**config.mk**
```make
export PLATFORM = sky130hd
export DESIGN_NAME = multiphase_sine_leg_sequencer_top
export DESIGN_NICKNAME = d
export VERILOG_FILES = /design/src/msls_pkg.sv /design/src/msls_queue.sv /design/src/msls_front.sv /design/src/msls_back.sv /design/src/multiphase_sine_leg_sequencer_top.sv
export SDC_FILE = /design/constraint.sdc
export NUM_CORES = 1
export LEC_CHECK = 0
export BUFFER_PORTS_ARGS = -buffer_cell sky130_fd_sc_hd__buf_2
export CORE_MARGIN = 2
export CORE_UTILIZATION = 40
export DETAILED_ROUTE_END_ITERATION = 8
export SLEW_MARGIN = 0
export SYNTH_ARGS = -nofsm -noshare
export SYNTH_HDL_FRONTEND = slang
export SYNTH_SLANG_ARGS = --single-unit
```
**constraint.sdc**
```tcl
create_clock -name i_clk -period 8.28 [get_ports i_clk]
set_clock_uncertainty 0.1 [all_clocks]
set_input_delay 1.656 -clock i_clk [delete_from_list [all_inputs] [get_ports i_clk]]
set_output_delay 1.656 -clock i_clk [all_outputs]
set_load 0.01 [all_outputs]
```
**src/msls_pkg.sv**
```systemverilog
// Package: shared constants, configuration struct and the sine table lookup.
package msls_pkg;

    localparam int TABLE_DEPTH_DEF = 60;
    localparam int NUM_LEGS_DEF    = 10;
    localparam int MASK_W          = 11;
    localparam int MASK_LEGS       = MASK_W - 1;
    localparam int PERIOD_W        = 9;
    localparam int STRETCH_W       = 2;
    localparam int LEG_W           = 4;
    localparam int DUTY_W          = 9;
    localparam int SINE_ENTRIES    = 60;
    localparam int SINE_IDX_W      = 8;
    localparam int QUEUE_DEPTH     = 2;
    localparam int NUM_PHASES      = 4;

    localparam logic [PERIOD_W-1:0]  PERIOD_RST  = 9'd333;
    localparam logic [STRETCH_W-1:0] STRETCH_RST = 2'd3;

    // Register indexes on the configuration port.
    localparam logic [2:0] REG_MASK_PHASE0   = 3'd0;
    localparam logic [2:0] REG_MASK_PHASE120 = 3'd1;
    localparam logic [2:0] REG_MASK_PHASE180 = 3'd2;
    localparam logic [2:0] REG_MASK_PHASE240 = 3'd3;
    localparam logic [2:0] REG_PERIOD_TICKS  = 3'd4;
    localparam logic [2:0] REG_STRETCH_EVERY = 3'd5;

    typedef struct packed {
        logic [MASK_W-1:0]    mask_phase0;
        logic [MASK_W-1:0]    mask_phase120;
        logic [MASK_W-1:0]    mask_phase180;
        logic [MASK_W-1:0]    mask_phase240;
        logic [PERIOD_W-1:0]  period_ticks;
        logic [STRETCH_W-1:0] stretch_every;
    } t_cfg;

    typedef enum logic [0:0] {
        BK_IDLE = 1'b0,
        BK_EMIT = 1'b1
    } t_back_state;

    localparam logic [DUTY_W-1:0] SINE_ROM [SINE_ENTRIES] = '{
        9'd270, 9'd293, 9'd315, 9'd337, 9'd358, 9'd378, 9'd397, 9'd415, 9'd431, 9'd445,
        9'd457, 9'd467, 9'd475, 9'd481, 9'd485, 9'd486, 9'd485, 9'd481, 9'd475, 9'd467,
        9'd457, 9'd445, 9'd431, 9'd415, 9'd397, 9'd378, 9'd358, 9'd337, 9'd315, 9'd293,
        9'd270, 9'd247, 9'd225, 9'd203, 9'd182, 9'd162, 9'd143, 9'd125, 9'd109, 9'd95,
        9'd83,  9'd73,  9'd65,  9'd59,  9'd55,  9'd54,  9'd55,  9'd59,  9'd65,  9'd73,
        9'd83,  9'd95,  9'd109, 9'd125, 9'd143, 9'd162, 9'd182, 9'd203, 9'd225, 9'd247
    };

    // Table read with the index folded into the table's range; an 8-bit index
    // needs at most four subtractions.
    function automatic logic [DUTY_W-1:0] sine_at(input logic [SINE_IDX_W-1:0] idx);
        logic [SINE_IDX_W-1:0] v;
        v = idx;
        for (int k = 0; k < 4; k++) begin
            if (v >= SINE_IDX_W'(SINE_ENTRIES)) begin
                v = v - SINE_IDX_W'(SINE_ENTRIES);
            end
        end
        return SINE_ROM[v[5:0]];
    endfunction

endpackage

```
**src/msls_queue.sv**
```systemverilog
// Short step queue between the tick front end and the leg update back end.
module msls_queue #(
    parameter int DEPTH = msls_pkg::QUEUE_DEPTH,
    parameter int W     = 6
) (
    input  logic         i_clk,
    input  logic         i_rst_n,
    input  logic         i_push,
    input  logic [W-1:0] i_push_data,
    output logic         o_full,
    input  logic         i_pop,
    output logic         o_empty,
    output logic [W-1:0] o_pop_data
);

    localparam int PTR_W = (DEPTH > 1) ? $clog2(DEPTH) : 1;
    localparam int CNT_W = $clog2(DEPTH + 1);

    logic [W-1:0]     r_mem [DEPTH];
    logic [PTR_W-1:0] r_wptr, n_wptr;
    logic [PTR_W-1:0] r_rptr, n_rptr;
    logic [CNT_W-1:0] r_count, n_count;
    logic             do_push, do_pop;

    assign o_full     = (r_count == CNT_W'(DEPTH));
    assign o_empty    = (r_count == '0);
    assign o_pop_data = r_mem[r_rptr];
    assign do_push    = i_push && !o_full;
    assign do_pop     = i_pop && !o_empty;

    always_comb begin
        n_wptr  = r_wptr;
        n_rptr  = r_rptr;
        n_count = r_count;
        if (do_push) begin
            n_wptr = (r_wptr == PTR_W'(DEPTH - 1)) ? '0 : r_wptr + 1'b1;
        end
        if (do_pop) begin
            n_rptr = (r_rptr == PTR_W'(DEPTH - 1)) ? '0 : r_rptr + 1'b1;
        end
        if (do_push && !do_pop) begin
            n_count = r_count + 1'b1;
        end else if (do_pop && !do_push) begin
            n_count = r_count - 1'b1;
        end
    end

    always_ff @(posedge i_clk) begin
        if (!i_rst_n) begin
            r_wptr  <= '0;
            r_rptr  <= '0;
            r_count <= '0;
        end else begin
            r_wptr  <= n_wptr;
            r_rptr  <= n_rptr;
            r_count <= n_count;
        end
    end

    always_ff @(posedge i_clk) begin
        if (do_push) begin
            r_mem[r_wptr] <= i_push_data;
        end
    end

endmodule

```
**src/msls_front.sv**
```systemverilog
// Front end: counts ticks, decides table steps and queues the phase index of each step.
module msls_front #(
    parameter int TABLE_DEPTH = msls_pkg::TABLE_DEPTH_DEF,
    parameter int PW          = $clog2(TABLE_DEPTH)
) (
    input  logic           i_clk,
    input  logic           i_rst_n,
    input  msls_pkg::t_cfg i_cfg,
    input  logic           i_tick_valid,
    input  logic           i_advance,
    output logic           o_tick_ready,
    input  logic           i_queue_full,
    output logic           o_push,
    output logic [PW-1:0]  o_push_phase
);

    localparam int CW = msls_pkg::PERIOD_W;
    localparam int SW = msls_pkg::STRETCH_W;

    logic [PW-1:0] r_phase, n_phase;
    logic [CW-1:0] r_countdown, n_countdown;
    logic [SW-1:0] r_stretch, n_stretch;
    logic          accept, step;
    logic [SW-1:0] stretch_eff;
    logic [CW-1:0] period_eff;
    logic          extra;
    logic [PW:0]   phase_inc;

    assign o_tick_ready = !i_queue_full;
    assign accept       = i_tick_valid && o_tick_ready && i_advance;
    assign step         = accept && (r_countdown == '0);
    assign o_push       = step;
    assign o_push_phase = r_phase;

    assign stretch_eff = (i_cfg.stretch_every == '0) ? SW'(1) : i_cfg.stretch_every;
    assign period_eff  = (i_cfg.period_ticks == '0) ? CW'(1) : i_cfg.period_ticks;
    assign extra       = (r_stretch >= stretch_eff);
    assign phase_inc   = {1'b0, r_phase} + (PW+1)'(1);

    always_comb begin
        n_phase     = r_phase;
        n_countdown = r_countdown;
        n_stretch   = r_stretch;
        if (accept) begin
            if (r_countdown != '0) begin
                n_countdown = r_countdown - 1'b1;
            end else begin
                n_phase     = (phase_inc == (PW+1)'(TABLE_DEPTH)) ? '0 : phase_inc[PW-1:0];
                n_stretch   = extra ? SW'(1) : r_stretch + 1'b1;
                n_countdown = period_eff - CW'(1) + CW'(extra);
            end
        end
    end

    always_ff @(posedge i_clk) begin
        if (!i_rst_n) begin
            r_phase     <= '0;
            r_countdown <= '0;
            r_stretch   <= '0;
        end else begin
            r_phase     <= n_phase;
            r_countdown <= n_countdown;
            r_stretch   <= n_stretch;
        end
    end

endmodule

```
**src/msls_back.sv**
```systemverilog
// Back end: reads the four phase duties and emits one update beat per enabled leg.
module msls_back #(
    parameter int TABLE_DEPTH = msls_pkg::TABLE_DEPTH_DEF,
    parameter int NUM_LEGS    = msls_pkg::NUM_LEGS_DEF,
    parameter int PW          = $clog2(TABLE_DEPTH)
) (
    input  logic                          i_clk,
    input  logic                          i_rst_n,
    input  msls_pkg::t_cfg                i_cfg,
    input  logic                          i_queue_empty,
    input  logic [PW-1:0]                 i_queue_phase,
    output logic                          o_pop,
    output logic                          o_valid,
    input  logic                          i_ready,
    output logic [msls_pkg::LEG_W-1:0]    o_leg_number,
    output logic [msls_pkg::DUTY_W-1:0]   o_duty,
    output logic                          o_last
);

    localparam int LW     = msls_pkg::LEG_W;
    localparam int DW     = msls_pkg::DUTY_W;
    localparam int NP     = msls_pkg::NUM_PHASES;
    localparam int OFF120 = TABLE_DEPTH / 3;
    localparam int OFF180 = TABLE_DEPTH / 2;
    localparam int OFF240 = (2 * TABLE_DEPTH) / 3;

    msls_pkg::t_back_state r_state, n_state;

    logic [DW-1:0]       r_duty [NP];
    logic [NUM_LEGS-1:0] r_pend, n_pend;
    logic [NUM_LEGS-1:0] enabled;
    logic [NUM_LEGS-1:0] sel_onehot;
    logic [LW-1:0]       sel_leg;
    logic [DW-1:0]       sel_duty;
    logic                sel_last;
    logic                slot_free, emit;
    logic                r_valid;
    logic [LW-1:0]       r_leg;
    logic [DW-1:0]       r_duty_out;
    logic                r_last;

    function automatic logic [PW-1:0] wrap_add(input logic [PW-1:0] p, input int off);
        logic [PW:0] s;
        s = {1'b0, p} + (PW+1)'(off);
        if (s >= (PW+1)'(TABLE_DEPTH)) begin
            s = s - (PW+1)'(TABLE_DEPTH);
        end
        return s[PW-1:0];
    endfunction

    // Legs present in any mask; legs past the mask width are never enabled.
    always_comb begin
        enabled = '0;
        for (int k = 1; k <= NUM_LEGS; k++) begin
            if (k <= msls_pkg::MASK_LEGS) begin
                enabled[k-1] = i_cfg.mask_phase0[k] | i_cfg.mask_phase120[k]
                             | i_cfg.mask_phase180[k] | i_cfg.mask_phase240[k];
            end
        end
    end

    // Lowest pending leg; the later phase in mask order sets its duty.
    always_comb begin
        sel_onehot = '0;
        sel_leg    = '0;
        sel_duty   = '0;
        for (int k = NUM_LEGS; k >= 1; k--) begin
            if (r_pend[k-1]) begin
                sel_onehot      = '0;
                sel_onehot[k-1] = 1'b1;
                sel_leg         = LW'(k);
                sel_duty        = r_duty[0];
                if (k <= msls_pkg::MASK_LEGS) begin
                    if (i_cfg.mask_phase240[k]) begin
                        sel_duty = r_duty[3];
                    end else if (i_cfg.mask_phase180[k]) begin
                        sel_duty = r_duty[2];
                    end else if (i_cfg.mask_phase120[k]) begin
                        sel_duty = r_duty[1];
                    end
                end
            end
        end
    end

    assign sel_last  = ((r_pend & ~sel_onehot) == '0);
    assign slot_free = !r_valid || i_ready;

    always_comb begin
        n_state = r_state;
        case (r_state)
            msls_pkg::BK_IDLE: begin
                if (!i_queue_empty && (enabled != '0)) begin
                    n_state = msls_pkg::BK_EMIT;
                end
            end
            msls_pkg::BK_EMIT: begin
                if (slot_free && sel_last) begin
                    n_state = msls_pkg::BK_IDLE;
                end
            end
            default: n_state = msls_pkg::BK_IDLE;
        endcase
    end

    always_comb begin
        o_pop = 1'b0;
        emit  = 1'b0;
        case (r_state)
            msls_pkg::BK_IDLE: o_pop = !i_queue_empty;
            msls_pkg::BK_EMIT: emit  = slot_free;
            default: begin
                o_pop = 1'b0;
                emit  = 1'b0;
            end
        endcase
    end

    always_comb begin
        n_pend = r_pend;
        if (o_pop) begin
            n_pend = enabled;
        end else if (emit) begin
            n_pend = r_pend & ~sel_onehot;
        end
    end

    always_ff @(posedge i_clk) begin
        if (!i_rst_n) begin
            r_state <= msls_pkg::BK_IDLE;
            r_pend  <= '0;
            r_valid <= 1'b0;
        end else begin
            r_state <= n_state;
            r_pend  <= n_pend;
            if (emit) begin
                r_valid <= 1'b1;
            end else if (i_ready) begin
                r_valid <= 1'b0;
            end
        end
    end

    always_ff @(posedge i_clk) begin
        if (o_pop) begin
            r_duty[0] <= msls_pkg::sine_at(msls_pkg::SINE_IDX_W'(i_queue_phase));
            r_duty[1] <= msls_pkg::sine_at(msls_pkg::SINE_IDX_W'(wrap_add(i_queue_phase, OFF120)));
            r_duty[2] <= msls_pkg::sine_at(msls_pkg::SINE_IDX_W'(wrap_add(i_queue_phase, OFF180)));
            r_duty[3] <= msls_pkg::sine_at(msls_pkg::SINE_IDX_W'(wrap_add(i_queue_phase, OFF240)));
        end
        if (emit) begin
            r_leg      <= sel_leg;
            r_duty_out <= sel_duty;
            r_last     <= sel_last;
        end
    end

    assign o_valid      = r_valid;
    assign o_leg_number = r_leg;
    assign o_duty       = r_duty_out;
    assign o_last       = r_last;

    a_emit_has_pending: assert property (@(posedge i_clk) disable iff (!i_rst_n)
        (r_state == msls_pkg::BK_EMIT) |-> (r_pend != '0))
        else $error("back end in emit state with no pending leg");

    a_emit_clears_one: assert property (@(posedge i_clk) disable iff (!i_rst_n)
        emit |=> ($countones(r_pend) + 1 == $past($countones(r_pend))))
        else $error("an update beat did not retire exactly one leg");

    a_last_ends_step: assert property (@(posedge i_clk) disable iff (!i_rst_n)
        (emit && sel_last) |=> (r_state == msls_pkg::BK_IDLE) && r_valid && r_last)
        else $error("final leg update did not close the step");

    a_leg_in_range: assert property (@(posedge i_clk) disable iff (!i_rst_n)
        r_valid |-> (r_leg != '0) && (r_leg <= LW'(NUM_LEGS)))
        else $error("leg number out of range");

endmodule

```
**src/multiphase_sine_leg_sequencer_top.sv**
```systemverilog
// Top level: configuration registers, tick front end, step queue and leg update back end.
//
// Multiphase sine leg sequencer. Each beat on the slave stream is one timer tick
// (tdata bit 0 set) or an idle beat (bit 0 clear, no time passes). A down-counter
// reloads with period_ticks, lengthened by one tick every stretch_every periods; the
// first tick after reset makes a step at once. On each step the block reads the sine
// table at the shared phase index plus 0, 1/3, 1/2 and 2/3 of the table depth and sends
// one beat on the master stream for every leg enabled in any phase mask, lowest leg
// first, with the later phase in mask order setting the duty; tlast marks the last
// beat of a step, and a step with no enabled leg sends nothing. Ticks are taken at one
// per clock while the two-entry step queue has room. The back end takes a step from the
// queue and reads the four duties in its idle state, then sends the enabled legs one by
// one in its emit state, stalling while the master side is not ready; it takes no new
// step until the last leg is sent, and the queue only fills when steps arrive faster
// than it drains them. Configuration registers sit on the APB port at byte addresses
// 4 * index and must be written with the block idle, which the block does not enforce.
module multiphase_sine_leg_sequencer_top #(
    parameter int TABLE_DEPTH = msls_pkg::TABLE_DEPTH_DEF,
    parameter int NUM_LEGS    = msls_pkg::NUM_LEGS_DEF
) (
    input  logic        i_clk,
    input  logic        i_rst_n,
    // Configuration port.
    input  logic        psel,
    input  logic        penable,
    input  logic        pwrite,
    input  logic [4:0]  paddr,
    input  logic [31:0] pwdata,
    output logic [31:0] prdata,
    output logic        pready,
    // Tick stream.
    input  logic        i_s_axis_tvalid,
    output logic        o_s_axis_tready,
    input  logic [7:0]  i_s_axis_tdata,   // [0] advance, [7:1] zero
    // Leg update stream.
    output logic        o_m_axis_tvalid,
    input  logic        i_m_axis_tready,
    output logic [15:0] o_m_axis_tdata,   // [3:0] leg_number, [12:4] duty, [15:13] zero
    output logic        o_m_axis_tlast    // last_update
);

    localparam int PW = $clog2(TABLE_DEPTH);

    msls_pkg::t_cfg r_cfg;

    logic                          wr_en;
    logic [2:0]                    reg_idx;
    logic                          q_push, q_full, q_pop, q_empty;
    logic [PW-1:0]                 q_push_phase, q_pop_phase;
    logic [msls_pkg::LEG_W-1:0]    leg_number;
    logic [msls_pkg::DUTY_W-1:0]   duty;

    // Register file: writes land on the access cycle, reads are decoded directly.
    assign pready  = 1'b1;
    assign wr_en   = psel && penable && pwrite && pready;
    assign reg_idx = paddr[4:2];

    always_ff @(posedge i_clk) begin
        if (!i_rst_n) begin
            r_cfg.mask_phase0   <= '0;
            r_cfg.mask_phase120 <= '0;
            r_cfg.mask_phase180 <= '0;
            r_cfg.mask_phase240 <= '0;
            r_cfg.period_ticks  <= msls_pkg::PERIOD_RST;
            r_cfg.stretch_every <= msls_pkg::STRETCH_RST;
        end else if (wr_en) begin
            case (reg_idx)
                msls_pkg::REG_MASK_PHASE0:
                    r_cfg.mask_phase0   <= pwdata[msls_pkg::MASK_W-1:0];
                msls_pkg::REG_MASK_PHASE120:
                    r_cfg.mask_phase120 <= pwdata[msls_pkg::MASK_W-1:0];
                msls_pkg::REG_MASK_PHASE180:
                    r_cfg.mask_phase180 <= pwdata[msls_pkg::MASK_W-1:0];
                msls_pkg::REG_MASK_PHASE240:
                    r_cfg.mask_phase240 <= pwdata[msls_pkg::MASK_W-1:0];
                msls_pkg::REG_PERIOD_TICKS:
                    r_cfg.period_ticks  <= pwdata[msls_pkg::PERIOD_W-1:0];
                msls_pkg::REG_STRETCH_EVERY:
                    r_cfg.stretch_every <= pwdata[msls_pkg::STRETCH_W-1:0];
                default: ;
            endcase
        end
    end

    always_comb begin
        case (reg_idx)
            msls_pkg::REG_MASK_PHASE0:   prdata = 32'(r_cfg.mask_phase0);
            msls_pkg::REG_MASK_PHASE120: prdata = 32'(r_cfg.mask_phase120);
            msls_pkg::REG_MASK_PHASE180: prdata = 32'(r_cfg.mask_phase180);
            msls_pkg::REG_MASK_PHASE240: prdata = 32'(r_cfg.mask_phase240);
            msls_pkg::REG_PERIOD_TICKS:  prdata = 32'(r_cfg.period_ticks);
            msls_pkg::REG_STRETCH_EVERY: prdata = 32'(r_cfg.stretch_every);
            default:                     prdata = '0;
        endcase
    end

    msls_front #(
        .TABLE_DEPTH (TABLE_DEPTH),
        .PW          (PW)
    ) u_front (
        .i_clk        (i_clk),
        .i_rst_n      (i_rst_n),
        .i_cfg        (r_cfg),
        .i_tick_valid (i_s_axis_tvalid),
        .i_advance    (i_s_axis_tdata[0]),
        .o_tick_ready (o_s_axis_tready),
        .i_queue_full (q_full),
        .o_push       (q_push),
        .o_push_phase (q_push_phase)
    );

    msls_queue #(
        .DEPTH (msls_pkg::QUEUE_DEPTH),
        .W     (PW)
    ) u_queue (
        .i_clk       (i_clk),
        .i_rst_n     (i_rst_n),
        .i_push      (q_push),
        .i_push_data (q_push_phase),
        .o_full      (q_full),
        .i_pop       (q_pop),
        .o_empty     (q_empty),
        .o_pop_data  (q_pop_phase)
    );

    msls_back #(
        .TABLE_DEPTH (TABLE_DEPTH),
        .NUM_LEGS    (NUM_LEGS),
        .PW          (PW)
    ) u_back (
        .i_clk         (i_clk),
        .i_rst_n       (i_rst_n),
        .i_cfg         (r_cfg),
        .i_queue_empty (q_empty),
        .i_queue_phase (q_pop_phase),
        .o_pop         (q_pop),
        .o_valid       (o_m_axis_tvalid),
        .i_ready       (i_m_axis_tready),
        .o_leg_number  (leg_number),
        .o_duty        (duty),
        .o_last        (o_m_axis_tlast)
    );

    assign o_m_axis_tdata = {3'b000, duty, leg_number};

endmodule

```
== After elaboration in Yosys (flattened, before gate mapping) ==
Memory sizes are Yosys's and may differ from the RTL's. A register that Yosys moved wholly into a read port is not among the register bits.
Index checks and enable logic that the tools add are counted.

* RAM bits: 48
* Flip-flop bits (word level): 102
* Word-level logic and storage cells: 293
* Memories kept: 6
* Memory bits (read-only): 2304
* Bits of input ports: 52
* Output and inout bits: 52

* Reduce and logical (&&, ||, !) cells: 37
* Add/sub/neg operators: 31
* Order comparisons: 24
* Equality and inequality tests: 7
* Bitwise gates (word level): 38
* Muxes and demuxes: 130

{| class="wikitable"
|+ Memories
! name !! depth !! bits a word !! read ports !! clocked after memory_dff !! write ports !! RTL line !! source
|-
| (name not given) || 64 || 9 || 1 || 0 || 0 || msls_pkg.sv:61 || <nowiki>return SINE_ROM[v[5:0]];</nowiki>
|-
| (name not given) || 64 || 9 || 1 || 0 || 0 || msls_pkg.sv:61 ||
|-
| (name not given) || 64 || 9 || 1 || 0 || 0 || msls_pkg.sv:61 ||
|-
| (name not given) || 64 || 9 || 1 || 0 || 0 || msls_pkg.sv:61 ||
|-
| u_back.r_duty || 4 || 9 || 4 || 0 || 4 || msls_back.sv:29 || <nowiki>logic [DW-1:0] r_duty [NP];</nowiki>
|-
| u_queue.r_mem || 2 || 6 || 1 || 1 || 1 || msls_queue.sv:19 || <nowiki>logic [W-1:0] r_mem [DEPTH];</nowiki>
|}

{| class="wikitable"
|+ Operator list
! cell !! count
|-
| 2-to-1 mux 9 bit || 50
|-
| 2-to-1 mux 8 bit || 24
|-
| 2-to-1 mux 10 bit || 12
|-
| greater-or-equal comparator 8 x 6 -> 1 bit, second input constant || 12
|-
| 2-to-1 mux 6 bit || 15
|-
| case mux 11 bit (6 select lines) || 1
|-
| subtractor 8 x 6 -> 8 bit, second input constant || 8
|-
| subtractor 6 bit, second input constant || 7
|-
| OR 1 bit || 30
|-
| greater-or-equal comparator 7 bit, second input constant || 4
|-
| NOT 6 -> 7 bit || 4
|-
| subtractor 6 x 6 -> 7 bit, second input constant || 4
|-
| greater-or-equal comparator 6 bit, second input constant || 4
|-
| greater-or-equal comparator 7 x 6 -> 1 bit, second input constant || 3
|-
| logical NOT 9 bit || 2
|-
| subtractor 9 x 1 -> 9 bit, second input constant || 2
|-
| adder 6 x 5 -> 7 bit, second input constant || 2
|-
| 2-to-1 mux 1 bit || 14
|-
| AND reduction 2 bit || 7
|-
| 2-to-1 mux 2 bit || 6
|-
| 2-to-1 mux 3 bit || 4
|-
| 2-to-1 mux 4 bit || 3
|-
| logical AND 1 bit || 11
|-
| bitwise AND 10 bit || 1
|-
| other kinds (25) || 37
|}

== Depth between registers and ports, before layout ==
* Depth in word-level cells: 20
* Gate-level depth with buffers: 41
* Mapped depth without buffers: 37

== Modules after synthesis ==
Synthesis repeated with hierarchy kept, for this count alone.

* Cell total of the unflattened synthesis: 2200
* Area, all modules: 16884.9 µm²

{| class="wikitable"
|+ By module, submodules not included
! module !! cells each !! area each (µm²) !! times used !! sequential area each (µm²)
|-
| msls_back || 1728 || 12182.9 || 1 || 1741.7
|-
| multiphase_sine_leg_sequencer_top || 288 || 2783.9 || 1 || 1101.1
|-
| msls_front || 140 || 1252.5 || 1 || 340.3
|-
| msls_queue || 44 || 665.6 || 1 || 460.4
|}

== Least setup slack after synthesis ==
No wires, ideal clock.

* Kind: reg-to-reg
* From: register with a tool-made name
* To: memory u_back.r_duty[2][2] in the netlist's numbering, data pin
* Buffers on the path: 4
* Arrival: 8.130 ns
* Slack: -0.211 ns
* Data required time: 7.919 ns
* Cell stages (with the launch flop): 41
* Clock period less this slack: 8.491 ns
* Library setup time: 0.261 ns
* Path through: dfxtp_1 > buf_6 > mux2i_1 > buf_2 > buf_1 > ha_1 > xnor2_1 > ha_1 > nor4bb_1 > a211oi_1 > a2bb2oi_1 > o21a_2 > xnor2_1 > inv_1 > ha_1 > nand2_1 > a21oi_1 > o21a_1 > (+5 left out) > a31o_2 > ha_1 > or2_2 > o2111a_2 > nand2b_1 > nand2_1 > ha_1 > nand4_1 > nor3_1 > and2b_1 > xnor2_4 > inv_2 > buf_2 > ha_1 > nor2_1 > a311oi_1 > a21oi_1 > a221o_1

{| class="wikitable"
|+ RTL lines
! item !! RTL line
|-
| end: declaration || msls_back.sv:29
|}

==> impl_metrics.json <==
{
  "design_area_sq_um": 17400,
  "crit_family": "compound AO/OA/AOI/OAI gates",
  "min_to": "r_cfg[46]",
  "cts_buffer_depth": 2,
  "grt_pass1_wl_mm": 79.0,
  "setup_ws_ns": 0.436,
  "dieArea_sq_um": 42100,
  "place_ws_ns": -0.0455,
  "cap_viol_max_count": 0,
  "hold_violations": 0,
  "maxUsedRoutingLayer": "met4",
  "setup_viol": 0,
  "die_h_um": 205,
  "outcome": "complete, no violations",
  "cts_tree": "built",
  "ys_types": 109,
  "slew_headroom": 0.173,
  "clkSinkCount": 151,
  "nFillCells": 4021,
  "core_area_sq_um": 39800,
  "drv_slew": 0,
  "worstMarginPinSlew_ns": 1.23,
  "netlist_instances": 2188,
  "numCtsBuffers": 17,
  "vias_per_cell": 6.01,
  "yosysWarnings": 0,
  "crit_slowest_cell": "a2111oi_1",
  "dieWidth_um": 205,
  "wl_per_cell_um": 18.6,
  "io_pins": 104,
  "r2r_slack_ns": 0.44,
  "drive_gt1_frac": 0.121,
  "finalWeightedCongestion": 0.892,
  "critPathMaxFanout": 15,
  "vias": 16000,
  "drt-pass1-iter-count": 5,
  "crit_type": "reg -> reg",
  "root_buffer": "clkbuf_16",
  "hp-start": "r_cfg[46]",
  "crit_arrival_ns": 7.91,
  "syn_area_sq_um": 16200,
  "start_util": 0.406,
  "timing.rr.end": "u_back.r_duty[2][4]",
  "grt_use_total": 0.233,
  "cpMostUsedCell": "ha_1",
  "grt_antenna_before_repair": 1,
  "row_count": 73,
  "nNetsFinal": 2218,
  "hold_class": "reg -> reg",
  "wl_met2_mm": 23.3,
  "grt_max_degree": 87,
  "ys_ff_latch": 151,
  "synth.largest_area_cell": "edfxtp_1",
  "start_kind": "flop",
  "first_global_vias": 14500,
  "max_freq_mhz": 127,
  "syn_to_final_growth_pct": 7.66,
  "routed_wirelength_mm": 49.3,
  "synth_top_area_frac": 0.115,
  "min_path_cells": 2,
  "synth-main-ff-cell": "dfxtp_1",
  "synthArstFlopShare": 0,
  "required_ns": 8.34,
  "place_area_sq_um": 16500,
  "overflow": 0,
  "synth_edf_count": 62,
  "met1Wirelength_mm": 22.2,
  "postSynthAreaPerCell_sq_um": 7.39,
  "yosys-top-cells-area": "edfxtp_1 (12%), dfxtp_1 (11%), mux2i_1 (9.4%), a21oi_1 (6.7%), nand2_1 (6.2%)",
  "clk_pin_slew_worst_paths_ns": 0.06,
  "port_buffers": 48,
  "drcViolationCount": 0,
  "clock_latency_ns": 0.45,
  "min_period_ns": 7.84,
  "drtIter0Drc": 1184,
  "htreeDepth": 4,
  "ys_seq_area_frac": 0.225,
  "critPathBufInv": 2,
  "detail-route-antenna-nets": 0,
  "cp_slowest_stage_delay_ns": 0.54,
  "min_period_over_period": 0.947,
  "wl_met3_mm": 2.62,
  "rr_worst_depth": 34,
  "crit_path_end_kind": "flop",
  "dpl.hpwl_mm": 35.2
}
layout by cell type (no fill, tap or decap), drive strengths merged, types with 40 or more instances in the layout:
cell,count
nor2,238
buf,114
inv,55
a21oi,221
ha,50
o21ai,151
dfxtp,89
nand3,45
nor3,51
a211oi,46
nand2,267
nor2b,46
mux2i,157
a21boi,40
edfxtp,62
layer usage:
layer,track usage,up-vias
met5,0,-
met4,0.0858,0
met3,0.0280,75
met2,0.387,561
met1,0.309,7539
li1,-,7777
worst max path at each step:
stage          startpoint                   to  slack [ns]  depth (start not counted)
2_1_floorplan        flop  u_back.r_duty[2][2]        0.03                         40
3_3_place_gp         flop  u_back.r_duty[2][2]       0.003                         35
3_5_place_dp         flop  u_back.r_duty[3][5]       -0.05                         37
4_1_cts              flop  u_back.r_duty[2][2]        0.07                         35
5_1_grt              flop  u_back.r_duty[3][5]       -0.04                         37
6_report             flop  u_back.r_duty[2][4]        0.44                         34
cell families after synthesis:
kind of cell             Yosys count  synth area share
XOR/XNOR                          44            0.0309
multiplexers                     180             0.120
other                              2          0.000464
AND/OR/NAND/NOR                  764             0.215
flip-flops                       151             0.225
adder cells (fa/ha/maj)           50            0.0387
buffers and inverters            281            0.0760
AO/OA/AOI/OAI                    716             0.293
Yosys cell counts, drive strengths merged, types with 14 or more instances:
| cell | count |
|---|---|
| nand2 | 267 |
| nor2 | 238 |
| a21oi | 221 |
| mux2i | 157 |
| o21ai | 151 |
| clkbuf | 130 |
| buf | 98 |
| dfxtp | 89 |
| edfxtp | 62 |
| inv | 52 |
| nor3 | 51 |
| ha | 50 |
| a211oi | 46 |
| nor2b | 46 |
| nand3 | 45 |
| a21boi | 40 |
| a221oi | 33 |
| o211ai | 33 |
| a31oi | 26 |
| xnor2 | 25 |
| o22ai | 23 |
| mux2 | 19 |
| and2 | 18 |
| xor2 | 18 |
| and3 | 17 |
| nand2b | 16 |
| o31ai | 14 |
tightest hold or removal path, stage by stage, from the launching register on:
cell and delay, ns:
dfxtp_1 0.32, nand2_1 0.05, a21boi_0 0.06
per-stage QoR:
stage | hold slack, ns | util | TNS (ns) | cells
2_1_floorplan | 0.339 | - | 0 | 2211
6_report | 0.386 | 0.437 | 0 | 2655
4_1_cts | 0.387 | 0.430 | 0 | 2640
3_5_place_dp | 0.378 | 0.415 | -0.0847 | 2608
5_1_grt | 0.418 | 0.437 | -0.0938 | 2655
3_3_place_gp | 0.352 | 0.415 | 0 | 2608
sequential cells by signal (all words and copies together) (netlist names), 2 cells and up, named ones only:
signal and flops:
u_back.r_duty 36, u_back.r_pend 10, u_back.o_leg_number 4, u_front.r_countdown 9, u_queue.r_mem 12, u_queue.r_count 2, r_cfg 55, u_back.o_duty 9
u_front.r_stretch 2, u_front.o_push_phase 6
cell type report:
cell class	instances	area [sq um]	share of cell area
diodes	1	2.50	0.000144
clock buffers	19	454	0.0261
clock inverters	13	116	0.00668
inverters	53	204	0.0117
multi-input cells	1779	11600	0.664
flip-flops and latches	151	3640	0.209
well taps	525	657	0.0377
repair buffers	114	766	0.0440
what timing repair did:
action / CTS / global route
endpoints found under the hold margin: 0 / 0
pin swaps: 0 / 7
endpoints found under the setup margin: 3 / 23
resized for setup: 2 / 42
buffers inserted: 0 / 13
hold buffers: 0 / 0
cloned: 0 / 1
Power is left out: the tool's default activity adds up to more than one toggle a clock period on the data nets, which glitch-free logic cannot reach.
